File: src/rtl/core/rbc_pkg.sv
// Shared types, register codes and constants for the RSSI burst capture controller.
package rbc_pkg;

    localparam int MaxChannels = 16;
    localparam int MinEdges    = 4;

    localparam int CfgIndexW = 3;
    localparam int CfgDataW  = 16;

    localparam logic [CfgIndexW-1:0] CfgThreshold  = 3'd0;
    localparam logic [CfgIndexW-1:0] CfgEndGap     = 3'd1;
    localparam logic [CfgIndexW-1:0] CfgCaptureMax = 3'd2;
    localparam logic [CfgIndexW-1:0] CfgHoldoff    = 3'd3;
    localparam logic [CfgIndexW-1:0] CfgDwell      = 3'd4;
    localparam logic [CfgIndexW-1:0] CfgChanCount  = 3'd5;
    localparam logic [CfgIndexW-1:0] CfgMode       = 3'd6;

    localparam logic [1:0] ModeOok  = 2'd0;
    localparam logic [1:0] ModeFsk  = 2'd1;
    localparam logic [1:0] ModeDual = 2'd2;

    localparam logic signed [11:0] SuspectLevel = -12'sd750;
    localparam logic signed [11:0] PeakFloor    = -12'sd1300;

    typedef struct packed {
        logic signed [11:0] threshold;
        logic [15:0]        end_gap_ms;
        logic [15:0]        max_len_ms;
        logic [15:0]        holdoff_ms;
        logic [15:0]        dwell_len_ms;
        logic [4:0]         channel_count;
        logic [1:0]         capture_mode;
        logic               mode_write;
        logic [1:0]         mode_wdata;
    } rbc_cfg_t;

    typedef struct packed {
        logic [3:0]         channel_index;
        logic               channel_changed;
        logic               modulation_fsk;
        logic               capture_begin;
        logic               capturing;
        logic               capture_end;
        logic               capture_kept;
        logic signed [11:0] peak_tenths_dbm;
        logic               fsk_suspect;
        logic [31:0]        hit_count;
    } rbc_result_t;

endpackage

File: src/rtl/core/rbc_cfg.sv
// Configuration register bank written through the index/data write channel.
module rbc_cfg
    import rbc_pkg::*;
(
    input  logic                 clk,
    input  logic                 rst_n,
    input  logic                 cfg_valid,
    output logic                 cfg_ready,
    input  logic [CfgIndexW-1:0] cfg_index,
    input  logic [CfgDataW-1:0]  cfg_data,
    output rbc_cfg_t             cfg
);

    logic signed [11:0] threshold_reg;
    logic [15:0]        end_gap_reg;
    logic [15:0]        capture_max_reg;
    logic [15:0]        holdoff_reg;
    logic [15:0]        dwell_reg;
    logic [4:0]         chan_count_reg;
    logic [1:0]         mode_reg;
    logic               wr;

    assign cfg_ready = 1'b1;
    assign wr        = cfg_valid & cfg_ready;

    always_ff @(posedge clk or negedge rst_n)
    begin
        if (!rst_n)
        begin
            threshold_reg   <= -12'sd800;
            end_gap_reg     <= 16'd120;
            capture_max_reg <= 16'd1500;
            holdoff_reg     <= 16'd500;
            dwell_reg       <= 16'd80;
            chan_count_reg  <= 5'd1;
            mode_reg        <= ModeOok;
        end
        else if (wr)
        begin
            unique case (cfg_index)
                CfgThreshold:  threshold_reg   <= signed'(cfg_data[11:0]);
                CfgEndGap:     end_gap_reg     <= cfg_data;
                CfgCaptureMax: capture_max_reg <= cfg_data;
                CfgHoldoff:    holdoff_reg     <= cfg_data;
                CfgDwell:      dwell_reg       <= cfg_data;
                CfgChanCount:  chan_count_reg  <= cfg_data[4:0];
                CfgMode:       mode_reg        <= cfg_data[1:0];
                default:       ;
            endcase
        end
    end

    always_comb
    begin
        cfg.threshold     = threshold_reg;
        cfg.end_gap_ms    = end_gap_reg;
        cfg.max_len_ms    = capture_max_reg;
        cfg.holdoff_ms    = holdoff_reg;
        cfg.dwell_len_ms  = dwell_reg;
        cfg.channel_count = chan_count_reg;
        cfg.capture_mode  = mode_reg;
        cfg.mode_write    = wr && (cfg_index == CfgMode);
        cfg.mode_wdata    = cfg_data[1:0];
    end

endmodule

File: src/rtl/core/rbc_core.sv
// Capture, hold-off, dual-mode and channel sweep state with its one-sample update logic.
module rbc_core
    import rbc_pkg::*;
(
    input  logic               clk,
    input  logic               rst_n,
    input  rbc_cfg_t           cfg,
    input  logic               accept,
    input  logic signed [11:0] rssi_tenths_dbm,
    input  logic [31:0]        now_ms,
    input  logic               protocol_decoded,
    input  logic [12:0]        edge_count,
    output rbc_result_t        result
);

    localparam logic [4:0] CountCap = (MaxChannels > 31) ? 5'd31 : 5'(MaxChannels);

    logic               open_reg, open_next;
    logic [31:0]        cap_start_reg, cap_start_next;
    logic               quiet_reg, quiet_next;
    logic [31:0]        quiet_start_reg, quiet_start_next;
    logic signed [11:0] peak_reg, peak_next;
    logic               win_reg, win_next;
    logic [31:0]        win_start_reg, win_start_next;
    logic [3:0]         chan_reg, chan_next;
    logic               fsk_reg, fsk_next;
    logic               retry_reg, retry_next;
    logic               suspicion_reg, suspicion_next;
    logic               holdoff_reg, holdoff_next;
    logic [31:0]        until_reg, until_next;
    logic [31:0]        hits_reg, hits_next;

    logic        ignore;
    logic [31:0] holdoff_rem;
    logic        finish;
    logic        quiet_end;
    logic        begin_ev;
    logic        kept;
    logic        suspect;
    logic        changed;
    logic [4:0]  eff_count;
    logic [4:0]  chan_inc;

    assign holdoff_rem = until_reg - now_ms;
    assign chan_inc    = {1'b0, chan_reg} + 5'd1;

    always_comb
    begin
        if (cfg.channel_count == 5'd0)
            eff_count = 5'd1;
        else if (cfg.channel_count > CountCap)
            eff_count = CountCap;
        else
            eff_count = cfg.channel_count;
    end

    always_comb
    begin
        open_next        = open_reg;
        cap_start_next   = cap_start_reg;
        quiet_next       = quiet_reg;
        quiet_start_next = quiet_start_reg;
        peak_next        = peak_reg;
        win_next         = win_reg;
        win_start_next   = win_start_reg;
        chan_next        = chan_reg;
        fsk_next         = fsk_reg;
        retry_next       = retry_reg;
        suspicion_next   = suspicion_reg;
        holdoff_next     = holdoff_reg;
        until_next       = until_reg;
        hits_next        = hits_reg;
        ignore           = 1'b0;
        finish           = 1'b0;
        quiet_end        = 1'b0;
        begin_ev         = 1'b0;
        kept             = 1'b0;
        suspect          = 1'b0;
        changed          = 1'b0;

        if (holdoff_reg)
        begin
            if (holdoff_rem != 32'd0 && holdoff_rem <= {16'd0, cfg.holdoff_ms})
                ignore = 1'b1;
            else
                holdoff_next = 1'b0;
        end

        if (!ignore)
        begin
            if (!win_reg)
            begin
                win_next       = 1'b1;
                win_start_next = now_ms;
            end

            if (rssi_tenths_dbm >= cfg.threshold)
            begin
                if (!open_reg)
                begin
                    open_next      = 1'b1;
                    cap_start_next = now_ms;
                    peak_next      = rssi_tenths_dbm;
                    begin_ev       = 1'b1;
                end
                else if (rssi_tenths_dbm > peak_reg)
                begin
                    peak_next = rssi_tenths_dbm;
                end
                quiet_next = 1'b0;
            end
            else if (open_reg)
            begin
                quiet_next = 1'b1;
                if (!quiet_reg)
                    quiet_start_next = now_ms;
                if (now_ms - quiet_start_next >= {16'd0, cfg.end_gap_ms})
                begin
                    finish    = 1'b1;
                    quiet_end = 1'b1;
                end
            end

            if (!finish && open_next &&
                now_ms - cap_start_next >= {16'd0, cfg.max_len_ms})
                finish = 1'b1;

            if (finish)
            begin
                open_next  = 1'b0;
                quiet_next = 1'b0;
                if (edge_count >= 13'(MinEdges))
                begin
                    kept           = 1'b1;
                    suspect        = !protocol_decoded && (peak_next >= SuspectLevel) &&
                                     !fsk_reg;
                    suspicion_next = suspect;
                    hits_next      = hits_reg + 32'd1;
                end
                // Dual mode: a pending retry reverts to OOK, else a suspicion arms one.
                if (cfg.capture_mode == ModeDual)
                begin
                    if (retry_reg)
                    begin
                        retry_next = 1'b0;
                        fsk_next   = 1'b0;
                    end
                    else if (suspicion_next)
                    begin
                        retry_next = 1'b1;
                        fsk_next   = 1'b1;
                    end
                end
                if (quiet_end && cfg.holdoff_ms != 16'd0)
                begin
                    holdoff_next = 1'b1;
                    until_next   = now_ms + {16'd0, cfg.holdoff_ms};
                end
            end

            if (cfg.dwell_len_ms != 16'd0 &&
                now_ms - win_start_next >= {16'd0, cfg.dwell_len_ms})
            begin
                chan_next  = (chan_inc >= eff_count) ? 4'd0 : chan_inc[3:0];
                changed    = 1'b1;
                open_next  = 1'b0;
                quiet_next = 1'b0;
                win_next   = 1'b0;
                if (cfg.capture_mode == ModeDual && !retry_next)
                    fsk_next = 1'b0;
            end
        end
    end

    always_ff @(posedge clk or negedge rst_n)
    begin
        if (!rst_n)
        begin
            open_reg        <= 1'b0;
            cap_start_reg   <= 32'd0;
            quiet_reg       <= 1'b0;
            quiet_start_reg <= 32'd0;
            peak_reg        <= PeakFloor;
            win_reg         <= 1'b0;
            win_start_reg   <= 32'd0;
            chan_reg        <= 4'd0;
            fsk_reg         <= 1'b0;
            retry_reg       <= 1'b0;
            suspicion_reg   <= 1'b0;
            holdoff_reg     <= 1'b0;
            until_reg       <= 32'd0;
            hits_reg        <= 32'd0;
        end
        else if (cfg.mode_write)
        begin
            fsk_reg   <= (cfg.mode_wdata == ModeFsk);
            retry_reg <= 1'b0;
        end
        else if (accept)
        begin
            open_reg        <= open_next;
            cap_start_reg   <= cap_start_next;
            quiet_reg       <= quiet_next;
            quiet_start_reg <= quiet_start_next;
            peak_reg        <= peak_next;
            win_reg         <= win_next;
            win_start_reg   <= win_start_next;
            chan_reg        <= chan_next;
            fsk_reg         <= fsk_next;
            retry_reg       <= retry_next;
            suspicion_reg   <= suspicion_next;
            holdoff_reg     <= holdoff_next;
            until_reg       <= until_next;
            hits_reg        <= hits_next;
        end
    end

    always_comb
    begin
        result.channel_index   = chan_next;
        result.channel_changed = changed;
        result.modulation_fsk  = fsk_next;
        result.capture_begin   = begin_ev;
        result.capturing       = open_next;
        result.capture_end     = finish;
        result.capture_kept    = kept;
        result.peak_tenths_dbm = peak_next;
        result.fsk_suspect     = suspect;
        result.hit_count       = hits_next;
    end

endmodule

File: src/rtl/core/rbc_outbuf.sv
// Result register with a skid stage so that a sample is taken while a result waits.
module rbc_outbuf
    import rbc_pkg::*;
(
    input  logic        clk,
    input  logic        rst_n,
    input  logic        push,
    input  rbc_result_t push_data,
    output logic        full,
    output logic        out_valid,
    input  logic        out_stall,
    output rbc_result_t out_data
);

    logic        main_valid_reg, main_valid_next;
    rbc_result_t main_reg, main_next;
    logic        skid_valid_reg, skid_valid_next;
    rbc_result_t skid_reg, skid_next;
    logic        pop;

    assign pop       = main_valid_reg & ~out_stall;
    assign full      = skid_valid_reg;
    assign out_valid = main_valid_reg;
    assign out_data  = main_reg;

    always_comb
    begin
        main_valid_next = main_valid_reg;
        main_next       = main_reg;
        skid_valid_next = skid_valid_reg;
        skid_next       = skid_reg;
        if (pop)
        begin
            if (skid_valid_reg)
            begin
                main_next       = skid_reg;
                skid_valid_next = 1'b0;
            end
            else
            begin
                main_valid_next = push;
                main_next       = push_data;
            end
        end
        else if (push)
        begin
            if (main_valid_reg)
            begin
                skid_valid_next = 1'b1;
                skid_next       = push_data;
            end
            else
            begin
                main_valid_next = 1'b1;
                main_next       = push_data;
            end
        end
    end

    always_ff @(posedge clk or negedge rst_n)
    begin
        if (!rst_n)
        begin
            main_valid_reg <= 1'b0;
            skid_valid_reg <= 1'b0;
        end
        else
        begin
            main_valid_reg <= main_valid_next;
            skid_valid_reg <= skid_valid_next;
        end
    end

    always_ff @(posedge clk)
    begin
        main_reg <= main_next;
        skid_reg <= skid_next;
    end

endmodule

File: src/rtl/core/rssi_burst_capture_controller.sv
// Each accepted sample transaction yields one result, registered in the result buffer.
// Throughput: one sample per cycle while sample_stall is low; the single-pass state update closes in the accept cycle.
// A two-entry result buffer keeps sample_stall low until both entries hold results.
// Reset clears all capture, sweep and hit state and loads the register defaults.
// Configuration writes complete in the cycle they are presented.
module rssi_burst_capture_controller
    import rbc_pkg::*;
(
    input  logic                 clk,
    input  logic                 rst_n,
    input  logic                 cfg_valid,
    output logic                 cfg_ready,
    input  logic [CfgIndexW-1:0] cfg_index,
    input  logic [CfgDataW-1:0]  cfg_data,
    input  logic                 sample_valid,
    output logic                 sample_stall,
    input  logic signed [11:0]   rssi_tenths_dbm,
    input  logic [31:0]          now_ms,
    input  logic                 protocol_decoded,
    input  logic [12:0]          edge_count,
    output logic                 result_valid,
    input  logic                 result_stall,
    output logic [3:0]           channel_index,
    output logic                 channel_changed,
    output logic                 modulation_fsk,
    output logic                 capture_begin,
    output logic                 capturing,
    output logic                 capture_end,
    output logic                 capture_kept,
    output logic signed [11:0]   peak_tenths_dbm,
    output logic                 fsk_suspect,
    output logic [31:0]          hit_count
);

    rbc_cfg_t    cfg;
    rbc_result_t step_result;
    rbc_result_t out_result;
    logic        accept;
    logic        buf_full;

    assign sample_stall = buf_full;
    assign accept       = sample_valid & ~buf_full;

    rbc_cfg u_cfg (
        .clk       (clk),
        .rst_n     (rst_n),
        .cfg_valid (cfg_valid),
        .cfg_ready (cfg_ready),
        .cfg_index (cfg_index),
        .cfg_data  (cfg_data),
        .cfg       (cfg)
    );

    rbc_core u_core (
        .clk              (clk),
        .rst_n            (rst_n),
        .cfg              (cfg),
        .accept           (accept),
        .rssi_tenths_dbm  (rssi_tenths_dbm),
        .now_ms           (now_ms),
        .protocol_decoded (protocol_decoded),
        .edge_count       (edge_count),
        .result           (step_result)
    );

    rbc_outbuf u_outbuf (
        .clk       (clk),
        .rst_n     (rst_n),
        .push      (accept),
        .push_data (step_result),
        .full      (buf_full),
        .out_valid (result_valid),
        .out_stall (result_stall),
        .out_data  (out_result)
    );

    assign channel_index   = out_result.channel_index;
    assign channel_changed = out_result.channel_changed;
    assign modulation_fsk  = out_result.modulation_fsk;
    assign capture_begin   = out_result.capture_begin;
    assign capturing       = out_result.capturing;
    assign capture_end     = out_result.capture_end;
    assign capture_kept    = out_result.capture_kept;
    assign peak_tenths_dbm = out_result.peak_tenths_dbm;
    assign fsk_suspect     = out_result.fsk_suspect;
    assign hit_count       = out_result.hit_count;

endmodule

File: config.mk
export PLATFORM = sky130hd
export DESIGN_NAME = rssi_burst_capture_controller
export DESIGN_NICKNAME = d
export VERILOG_FILES = /design/src/rtl/core/rbc_pkg.sv /design/src/rtl/core/rbc_cfg.sv /design/src/rtl/core/rbc_core.sv /design/src/rtl/core/rbc_outbuf.sv /design/src/rtl/core/rssi_burst_capture_controller.sv
export SDC_FILE = /design/constraint.sdc
export NUM_CORES = 1
export LEC_CHECK = 0
export BUFFER_PORTS_ARGS = -buffer_cell sky130_fd_sc_hd__buf_2
export CELL_PAD_IN_SITES_DETAIL_PLACEMENT = 1
export CELL_PAD_IN_SITES_GLOBAL_PLACEMENT = 2
export CORE_MARGIN = 3
export CORE_UTILIZATION = 37
export DETAILED_ROUTE_END_ITERATION = 8
export PLACE_DENSITY = 0.79
export RECOVER_POWER = 25
export SKIP_LAST_GASP = 1
export SYNTH_ARGS = -nofsm -noshare
export SYNTH_HDL_FRONTEND = slang
export SYNTH_HIERARCHICAL = 1
export SYNTH_SLANG_ARGS = --single-unit
File: constraint.sdc
create_clock -name clk -period 8.38 [get_ports clk]
set_input_delay 2.514 -clock clk [delete_from_list [all_inputs] [get_ports clk]]
set_output_delay 2.514 -clock clk [all_outputs]
set_load 0.01 [all_outputs]
==> results of run 1 <==
## per-layer routing
metal / up-vias / GRT usage / part of all wire
met5: - / 0 / 0
met4: 0 / 0.0646 / 0.031
met3: 136 / 0.0220 / 0.028
met2: 329 / 0.373 / 0.50
met1: 11100 / 0.254 / 0.44
li1: 10700 / - / -
## per-stage QoR
stage | cells | area (um^2) | total power, uW
final | 4088 | 32700 | 12200
after global placement | 3972 | 30400 | 9400
after CTS | 4086 | 32600 | 12300
after floorplan | 2741 | 27200 | 7500
after global routing | 4088 | 32700 | 13200
after detailed placement | 3972 | 30400 | 9730
## critical path, delay by kind of cell
kind | cells | cell delay (ns)
AOI/OAI and AO/OA | 13 | 3.17
xor gates and xnor gates | 2 | 0.33
adders and majority gates | 4 | 0.90
buffers and inverters | 4 | 0.59
muxes | 1 | 0.27
and+or+nand+nor | 10 | 1.48
## cell families after synthesis
group,Yosys count
simple gates,742
compound gates,637
flops,378
mux,285
buf+inv,279
fa+ha+maj,240
xor+xnor,179
other cells,1
## timing repair
action / 4_1_cts / 5_1_grt
pin swaps: 20 / 12
hold buffers: 0 / 0
endpoints found under the hold margin: 0 / 0
cloned: 1 / 0
gates resized for setup: 56 / 24
buffers inserted: 24 / 5
endpoints found under the setup margin: 111 / 120
## how the worst max path moves through the flow
stage | startpoint | endpoint | slack, ns | cells after the start
6_report | rssi_tenths_dbm[1] | u_outbuf/out_data[15] | -0.55 | 34
5_1_grt | rssi_tenths_dbm[1] | u_outbuf/out_data[5] | -0.85 | 35
4_1_cts | rssi_tenths_dbm[1] | u_outbuf/out_data[4] | -0.45 | 36
3_5_place_dp | rssi_tenths_dbm[1] | u_outbuf/out_data[15] | -1.51 | 34
3_3_place_gp | rssi_tenths_dbm[2] | u_outbuf/out_data[15] | -1.27 | 34
2_1_floorplan | rssi_tenths_dbm[1] | u_outbuf/out_data[49] | -0.43 | 37
## synth_stat cells (13+ instances only)
| cell type | number | area [um^2] |
|---|---|---|
| sky130_fd_sc_hd__xnor2_1 | 90 | 788 |
| sky130_fd_sc_hd__a211oi_1 | 13 | 97.6 |
| sky130_fd_sc_hd__or3_1 | 14 | 87.6 |
| sky130_fd_sc_hd__nand3_1 | 47 | 235 |
| sky130_fd_sc_hd__inv_1 | 180 | 676 |
| sky130_fd_sc_hd__mux2_4 | 82 | 1230 |
| sky130_fd_sc_hd__nand2b_1 | 36 | 225 |
| sky130_fd_sc_hd__ha_1 | 232 | 2900 |
| sky130_fd_sc_hd__nor2_1 | 186 | 698 |
| sky130_fd_sc_hd__clkbuf_1 | 56 | 210 |
| sky130_fd_sc_hd__buf_2 | 14 | 70.1 |
| sky130_fd_sc_hd__nor3_1 | 72 | 360 |
| sky130_fd_sc_hd__a21o_1 | 55 | 413 |
| sky130_fd_sc_hd__and2_1 | 15 | 93.8 |
| sky130_fd_sc_hd__o21ai_0 | 140 | 701 |
| sky130_fd_sc_hd__and3_1 | 35 | 219 |
| sky130_fd_sc_hd__dfstp_2 | 32 | 841 |
| sky130_fd_sc_hd__a21oi_1 | 222 | 1110 |
| sky130_fd_sc_hd__o211ai_1 | 22 | 165 |
| sky130_fd_sc_hd__dfrtp_1 | 236 | 5910 |
| sky130_fd_sc_hd__mux2_2 | 106 | 1190 |
| sky130_fd_sc_hd__buf_4 | 13 | 97.6 |
| sky130_fd_sc_hd__nor4_1 | 44 | 275 |
| sky130_fd_sc_hd__edfxtp_1 | 110 | 3300 |
| sky130_fd_sc_hd__mux2i_1 | 97 | 971 |
| sky130_fd_sc_hd__nor2b_1 | 27 | 169 |
| sky130_fd_sc_hd__nand4_1 | 29 | 181 |
| sky130_fd_sc_hd__o21a_1 | 26 | 195 |
| sky130_fd_sc_hd__a31oi_1 | 24 | 150 |
| sky130_fd_sc_hd__nand2_1 | 184 | 691 |
| sky130_fd_sc_hd__xor2_1 | 89 | 780 |
## cell type report
| class | count | area, um^2 |
|---|---|---|
| repair buffers | 405 | 2900 |
| flip-flops and latches | 378 | 10100 |
| inverters | 181 | 679 |
| clock inverters | 30 | 452 |
| multi-input cells | 2084 | 16100 |
| fillers | 8184 | 39200 |
| well taps | 950 | 1190 |
| clock buffers | 60 | 1310 |
## power breakdown
| group | switching (uW) | total, uW | internal, uW |
|---|---|---|---|
| registers | 397 | 3010 | 2610 |
| clock network | 879 | 2270 | 1400 |
| logic | 3710 | 6960 | 3250 |
| total | 4980 | 12200 | 7260 |
==> results summary, run 1 <==
The floorplan step set the die width to 276 um. The analysis attributes to cell leakage a power of approximately 0.015 uW. The data required time of the worst path is 8.74 ns. The worst-case IR drop observed on VDD is about 0.19 mV.

The worst-case hold slack is between 0.4 and 0.5 ns. The post-synthesis adder-cell area fraction came out at 0.112. The congestion estimate from routability-driven global placement came to 0.911. The critical register-to-register path endpoint is u_outbuf/out_data[15]. The die outline height is roughly 280 um. The xor/xnor share of the synthesized area came out at 0.0581. The transition time at the pin with the least slew margin is around 5.5 ns. The quantity of I/O buffers inserted on ports came out at between 100 and 150. Of all nets on the critical path, the largest fanout is 9.

The path with the worst hold slack has its endpoint at u_core/quiet_start_reg[21]. The initialized floorplan defines 98 standard-cell rows. The first global-routing pass estimated 128000 um of wire. The class of the most critical hold timing path is flop to flop. The final worst slack came out at -0.550 ns. Entering global routing, the biggest net connects roughly 160 pins.

The post-synthesis sequential area ratio is 0.372. The async set-or-reset flop fraction in the synthesized netlist is 0.709. The worst register-to-register path begins at u_cfg/threshold_reg[5]. The via count of the first global-routing pass is between 20000 and 25000.

For this run the aggregate overflow at the end of global routing stands at 0. The launch instance of the worst min-delay path is u_core/quiet_start_reg[21]. The synthesized flop and latch total is around 380. The library cells used most frequently in the layout, excluding fill and tap cells, are sky130_fd_sc_hd__buf_4, sky130_fd_sc_hd__dfrtp_1, sky130_fd_sc_hd__ha_1, sky130_fd_sc_hd__a21oi_1, sky130_fd_sc_hd__nand2_1. The detailed-route wire length is 80100 um. The mean cell area of the mapped netlist is 9.85 um^2.

The run finished, with violations left. The post-route fraction of the period consumed by the critical path came out at 1.07. Along the worst hold path, the cell count comes to 2. Clock-pin slew was measured on the worst setup and hold paths at approximately 0.06 ns.

Setup repair after global routing could not meet its margin everywhere. After detailed routing, the average wire length per cell comes to a little under 20 um. The DRC marker count from the first detailed-route iteration is 860. The number of antenna diodes in the final layout is 0. The dominant combinational cell family by area after synthesis is compound AO/OA/AOI/OAI gates.

In this run, synthesis inferred 110 flip-flops with an integrated enable. Before CTS, the worst setup slack after placement is -1.51 ns. The number of clock sinks seen by CTS is about 380. The boundary pin count came out at between 100 and 150. The clock network latency to the later pin of the worst-skew pair came out at roughly 0.62 ns. The placeable core area is about 0.072 mm^2. Setup violations remaining at the end of the flow were counted as 108.

The number of H-tree branching levels is 2. The minimum clock period after layout came out at roughly 9 ns. The worst setup path is captured at a flop. The initial utilization of the core area, before any placement, comes to 0.376. The post-route DRC violation count came out at 0. The number of failing hold endpoints at the final stage was 0. The detail route stage leaves a number of antenna-violating nets equal to 0.

The buffer cell driving the clock tree root is sky130_fd_sc_hd__clkbuf_16. The power density of the placed cells is ~370 mW/mm^2. The stage delay of the slowest cell on the critical path came out at roughly 0.41 ns. The max-slew violation count came out at 170. The number of detailed-route iterations in the first pass is 5.

The mean number of vias per cell is 5.44. The worst setup path is launched from an input port. The mux contribution to synthesized area is 0.126. The number of clock buffers added by TritonCTS is 48. The area growth from synthesis to layout is 21.1%.

For this run, the total global-route usage over all layers was measured as 0.205. The floorplan step defined a die boundary enclosing between 0.07 and 0.08 mm^2. The library cell used most frequently in the layout, excluding fill and tap cells, is sky130_fd_sc_hd__buf_4. The worst slew margin relative to its limit is -2.66.

The cell with the largest stage delay on the worst path is sky130_fd_sc_hd__o41ai_4. The layout cell share with drive strength beyond 1 is 0.250. The most numerous cell type found on the critical path is sky130_fd_sc_hd__buf_4. The cell depth of the worst flop-to-flop path came out at 34. At the end of the flow the core is filled with cells to 0.455. The checks that failed: capacitance limit, slew limit, setup timing. In the final design database the tool counted roughly 3400 nets. By startpoint and endpoint, the worst setup path is classified as input port to flop. The setup TNS is -35.05 ns. The initial antenna violation count came out at 3. The tool flagged a number of max-cap violations equal to 2.

The area fraction in and, or, nand and nor cells after synthesis came out at 0.137. The synthesized netlist occupies a cell area of about 0.027 mm^2. TritonCTS built the clock tree.

Once detailed placement completed, the half-perimeter wirelength came to roughly 61000 um. The maximum clock path buffer count came out at 3. The compound-gate portion of the synthesized area came out at 0.148.

The distinct cell type count of the synthesized netlist is 92. The total via count in the routed design is 22200. The total of warnings raised by yosys came out at 6. When the netlist entered floorplanning its net count stood at 3060. Data on the critical path arrives at its endpoint at 9.29 ns.

The final setup skew is roughly 0.063 ns. Across all register-to-register paths, the minimum setup slack is ~0.95 ns. The most used flip-flop cell after synthesis is sky130_fd_sc_hd__dfrtp_1. The maximum frequency from static timing analysis is 112 MHz.

Counting every instance in the synthesized netlist gives roughly 2700.
No activity file was read; power rests on OpenSTA's default activity.
==> inputs of run 2 (changes only) <==
--- a/config.mk
+++ b/config.mk
@@ -8,12 +8,14 @@
 export BUFFER_PORTS_ARGS = -buffer_cell sky130_fd_sc_hd__buf_2
 export CELL_PAD_IN_SITES_DETAIL_PLACEMENT = 1
 export CELL_PAD_IN_SITES_GLOBAL_PLACEMENT = 2
+export CORE_ASPECT_RATIO = 0.5
 export CORE_MARGIN = 3
 export CORE_UTILIZATION = 37
 export DETAILED_ROUTE_END_ITERATION = 8
 export PLACE_DENSITY = 0.79
 export RECOVER_POWER = 25
 export SKIP_LAST_GASP = 1
+export SLEW_MARGIN = 40
 export SYNTH_ARGS = -nofsm -noshare
 export SYNTH_HDL_FRONTEND = slang
 export SYNTH_HIERARCHICAL = 1
==> run 2 against run 1 <==
Effect of this change: the run still ends with capacitance limit, slew limit, setup timing left; register-to-register slack hardly changed; die area is 0.26% higher; highest routed layer unchanged; wire length is 3.1% higher; sequential share of layout area is 0.20 points lower; combinational power hardly changed; maximum frequency is 0.25% higher; flip-flop and latch count stayed put.
==> results summary, run 2 (synthesis results as in run 1) <==
The biggest fanout along the worst timing path is 7 (-2). The leftover overflow at the end of global routing is 0 (unchanged). The worst setup path is launched from an input port.

The internal cell power was 6990 uW (-3.8%). The boundary pin count came out at 140 (unchanged). The count of final setup violators came out at 107 (-0.93%).

The number of failing hold endpoints at the final stage is 0 (unchanged). The setup TNS came to -33.08 ns (+1.97 ns). The layout cell share with drive strength beyond 1 is 0.266 (+0.0159). The leakage power came to 0.0149 uW (about the same).

The post-route fraction of the period consumed by the critical path is 1.06 (-0.00265). The detailed-route wire length per cell came to 20.2 um (+3.2%). The final core utilization came to 0.460 (+0.00481). The total via count in the routed design came to 22100 (-0.43%). The pin count of the biggest net entering global routing came to 149 (-5.1%). The final setup skew is 0.0223 ns (-0.0411 ns). The footprint of the multi-input gates came out at 0.0166 mm^2 (+2.9%). The placeable core area came out at 0.0716 mm^2 (-0.40%). The via count of the first global-routing pass is 23000 (-4.9%).

The initial antenna violation count came out at 7 (+4). The post-route antenna net violation count is 0 (unchanged). The transition time at the pin with the least slew margin came out at 3.57 ns (-1.92 ns). The final reports fail on capacitance limit, slew limit, setup timing. The critical path is of the input port to flop type. The number of core rows came out at 69 (-30%). The number of H-tree branching levels came out at 2 (unchanged).

The switching share of power was 0.415 (+0.00757). The data required time of the worst path is 8.71 ns (-0.03 ns). The DRC marker count from the first detailed-route iteration came out at 1072 (+25%).

The fill cell instance count of the final layout came to 7978 (-2.5%). The detailed-route wire length came out at 82600 um (+3.1%). The largest vdd supply drop was 0.126 mV (-35%). The data arrival time of the critical path came out at 9.24 ns (-0.05 ns). The global-route usage over all layers is 0.209 (+0.00397). The total CTS buffers is 42 (-13%). The max-slew violation count came out at 192 (+13%). The final worst slack was -0.528 ns (+0.0222 ns). Relative to the synthesized area, the layout overhead comes to 21.9%. The buffer cell driving the clock tree root is sky130_fd_sc_hd__clkbuf_16. The clock network latency to the later pin of the worst-skew pair came out at 0.60 ns (-0.02 ns). Leaving out fill and tap cells, the most frequent cell in the layout is sky130_fd_sc_hd__dfrtp_1. The number of hold buffers added after cts came out at 0 (unchanged). The die footprint came out at 0.0764 mm^2 (+0.26%). The class of the most critical hold timing path is flop to flop. The most frequent cell on the critical path is sky130_fd_sc_hd__buf_4. The clock tree from TritonCTS is yes.

The stage delay of the slowest cell on the critical path came out at 0.42 ns (about the same). The flow ran to the end, but the final reports show violations. In the layout the commonest cells are sky130_fd_sc_hd__dfrtp_1, sky130_fd_sc_hd__buf_4, sky130_fd_sc_hd__ha_1, sky130_fd_sc_hd__a21oi_1, sky130_fd_sc_hd__inv_1. The effective utilization at floorplan is 0.377 (+0.00149). The maximum frequency from static timing analysis is 112 MHz (+0.25%). The number of detailed-route iterations in the first pass came out at 5 (unchanged). The power density of the placed cells was 363 mW/mm^2 (-3.2%). The die outline height is 197 um (-29%). The number of maximum-capacitance violations is 3 (+1). On the critical path, the stage with the largest delay is an instance of sky130_fd_sc_hd__a221o_1. The worst slew margin relative to its limit came out at -1.38 (+1.28). The quantity of I/O buffers inserted on ports was 136 (unchanged).

Setup repair after global routing could not meet its margin everywhere. The fraction of power consumed by the clock network is 0.162 (-0.024). The minimum clock period after layout came out at 8.91 ns (-0.0222 ns). The final RePlAce weighted congestion came to 0.837 (-8.1%). The number of clock sinks seen by CTS was 378 (unchanged). The clock transition time at the flip-flop clock pins of the worst setup and hold paths was 0.07 ns (about the same). The detailed-placement wirelength estimate is 61300 um (about the same). The mean number of vias per cell is 5.42 (-0.38%). The total power is 11900 uW (-2.5%). The count of nets after finishing came out at 3414 (-0.088%).

The share of power burned in registers came out at 0.254 (+0.008). The width of the chip is 388 um (+41%). STA classifies the critical path endpoint as a flop. The maximum clock path buffer count is 3 (unchanged). The post-route DRC violation count is 0 (unchanged). The net switching power is 4950 uW (-0.73%). The combinational share of power is 0.584 (+0.016). The wire length of the first global-routing pass is 127000 um (-0.68%). The area of all sequential standard cells came out at 0.0101 mm^2 (unchanged).
-- run 2: changes by cell type in the layout (fill, tap and decap cells not counted), sizes merged --
cell and delta:
clkinv -8, dlymetal6s2s -1, buf +2, inv +1
bufinv -5, clkbuf +3, clkinvlp -3, diode +1
-- run 2: what timing repair did --
| action | CTS | global route |
|---|---|---|
| resized for setup | 87 | 90 |
| buffers inserted | 25 | 28 |
| gates cloned | 1 | 0 |
| endpoints found under the setup margin | 109 | 110 |
| pin swaps | 30 | 47 |
-- run 2: critical path: cells and delay by family --
family | cells | cell delay, ns
AO/OA/AOI/OAI | 12 | 2.95
buffers and inverters | 6 | 0.95
AND/OR/NAND/NOR | 10 | 1.26
adder cells (fa/ha/maj) | 3 | 0.82
multiplexers | 2 | 0.56
XOR/XNOR | 1 | 0.15
-- run 2: power by group through the flow --
stage | clock, uW | combinational (uW) | sequential (uW)
6_report | 1930 | 6970 | 3030
4_1_cts | 1990 | 6740 | 3020
3_5_place_dp | 0 | 6530 | 3050
5_1_grt | 2070 | 7740 | 3110
3_3_place_gp | 0 | 6310 | 3020
2_1_floorplan | 0 | 4550 | 2950
-- run 2: path summary, 6_finish.rpt --
check / start / to / slack (ns) / cells after the start
max: rssi_tenths_dbm[3] / u_outbuf/out_data[49] / -0.53 / 34
min: u_core/holdoff_reg / u_core/holdoff_reg / 0.48 / 2
min reg2reg: u_core/holdoff_reg / u_core/holdoff_reg / 0.48 / 2
max in group asynchronous: rst_n / u_cfg/holdoff_reg[8] / 1.81 / 3
max reg2reg: u_cfg/threshold_reg[7] / u_outbuf/out_data[49] / 0.96 / 34
min in group asynchronous: rst_n / u_core/hits_reg[29] / 3.14 / 1
-- run 2: cell type report --
cell class / instances / share of cell area
clock inverters: 15 / 0.00593
multi-input cells: 2084 / 0.504
diodes: 1 / 0.0000760
repair buffers: 408 / 0.0918
inverters: 181 / 0.0209
clock buffers: 61 / 0.0356
flip-flops and latches: 378 / 0.305
well taps: 958 / 0.0364
-- run 2: metrics by stage --
stage                     cells  hold WS (ns)  setup slack [ns]  cell area [um^2]
after detailed placement   3957         0.471             -1.19             30300
final                      4086         0.476            -0.528             32900
after global placement     3955         0.462             -1.03             30200
after floorplan            2741         0.439            -0.432             27200
after CTS                  4059         0.485            -0.347             32300
after global routing       4086         0.506            -0.742             32900
-- run 2: metal layers --
layer  up-vias  global-route usage  part of all wire
met1     11100               0.288              0.48
met4         0              0.0413             0.015
met3        77              0.0290             0.037
met5         -                   0                 0
met2       291               0.354              0.47
li1      10700                   -                 -
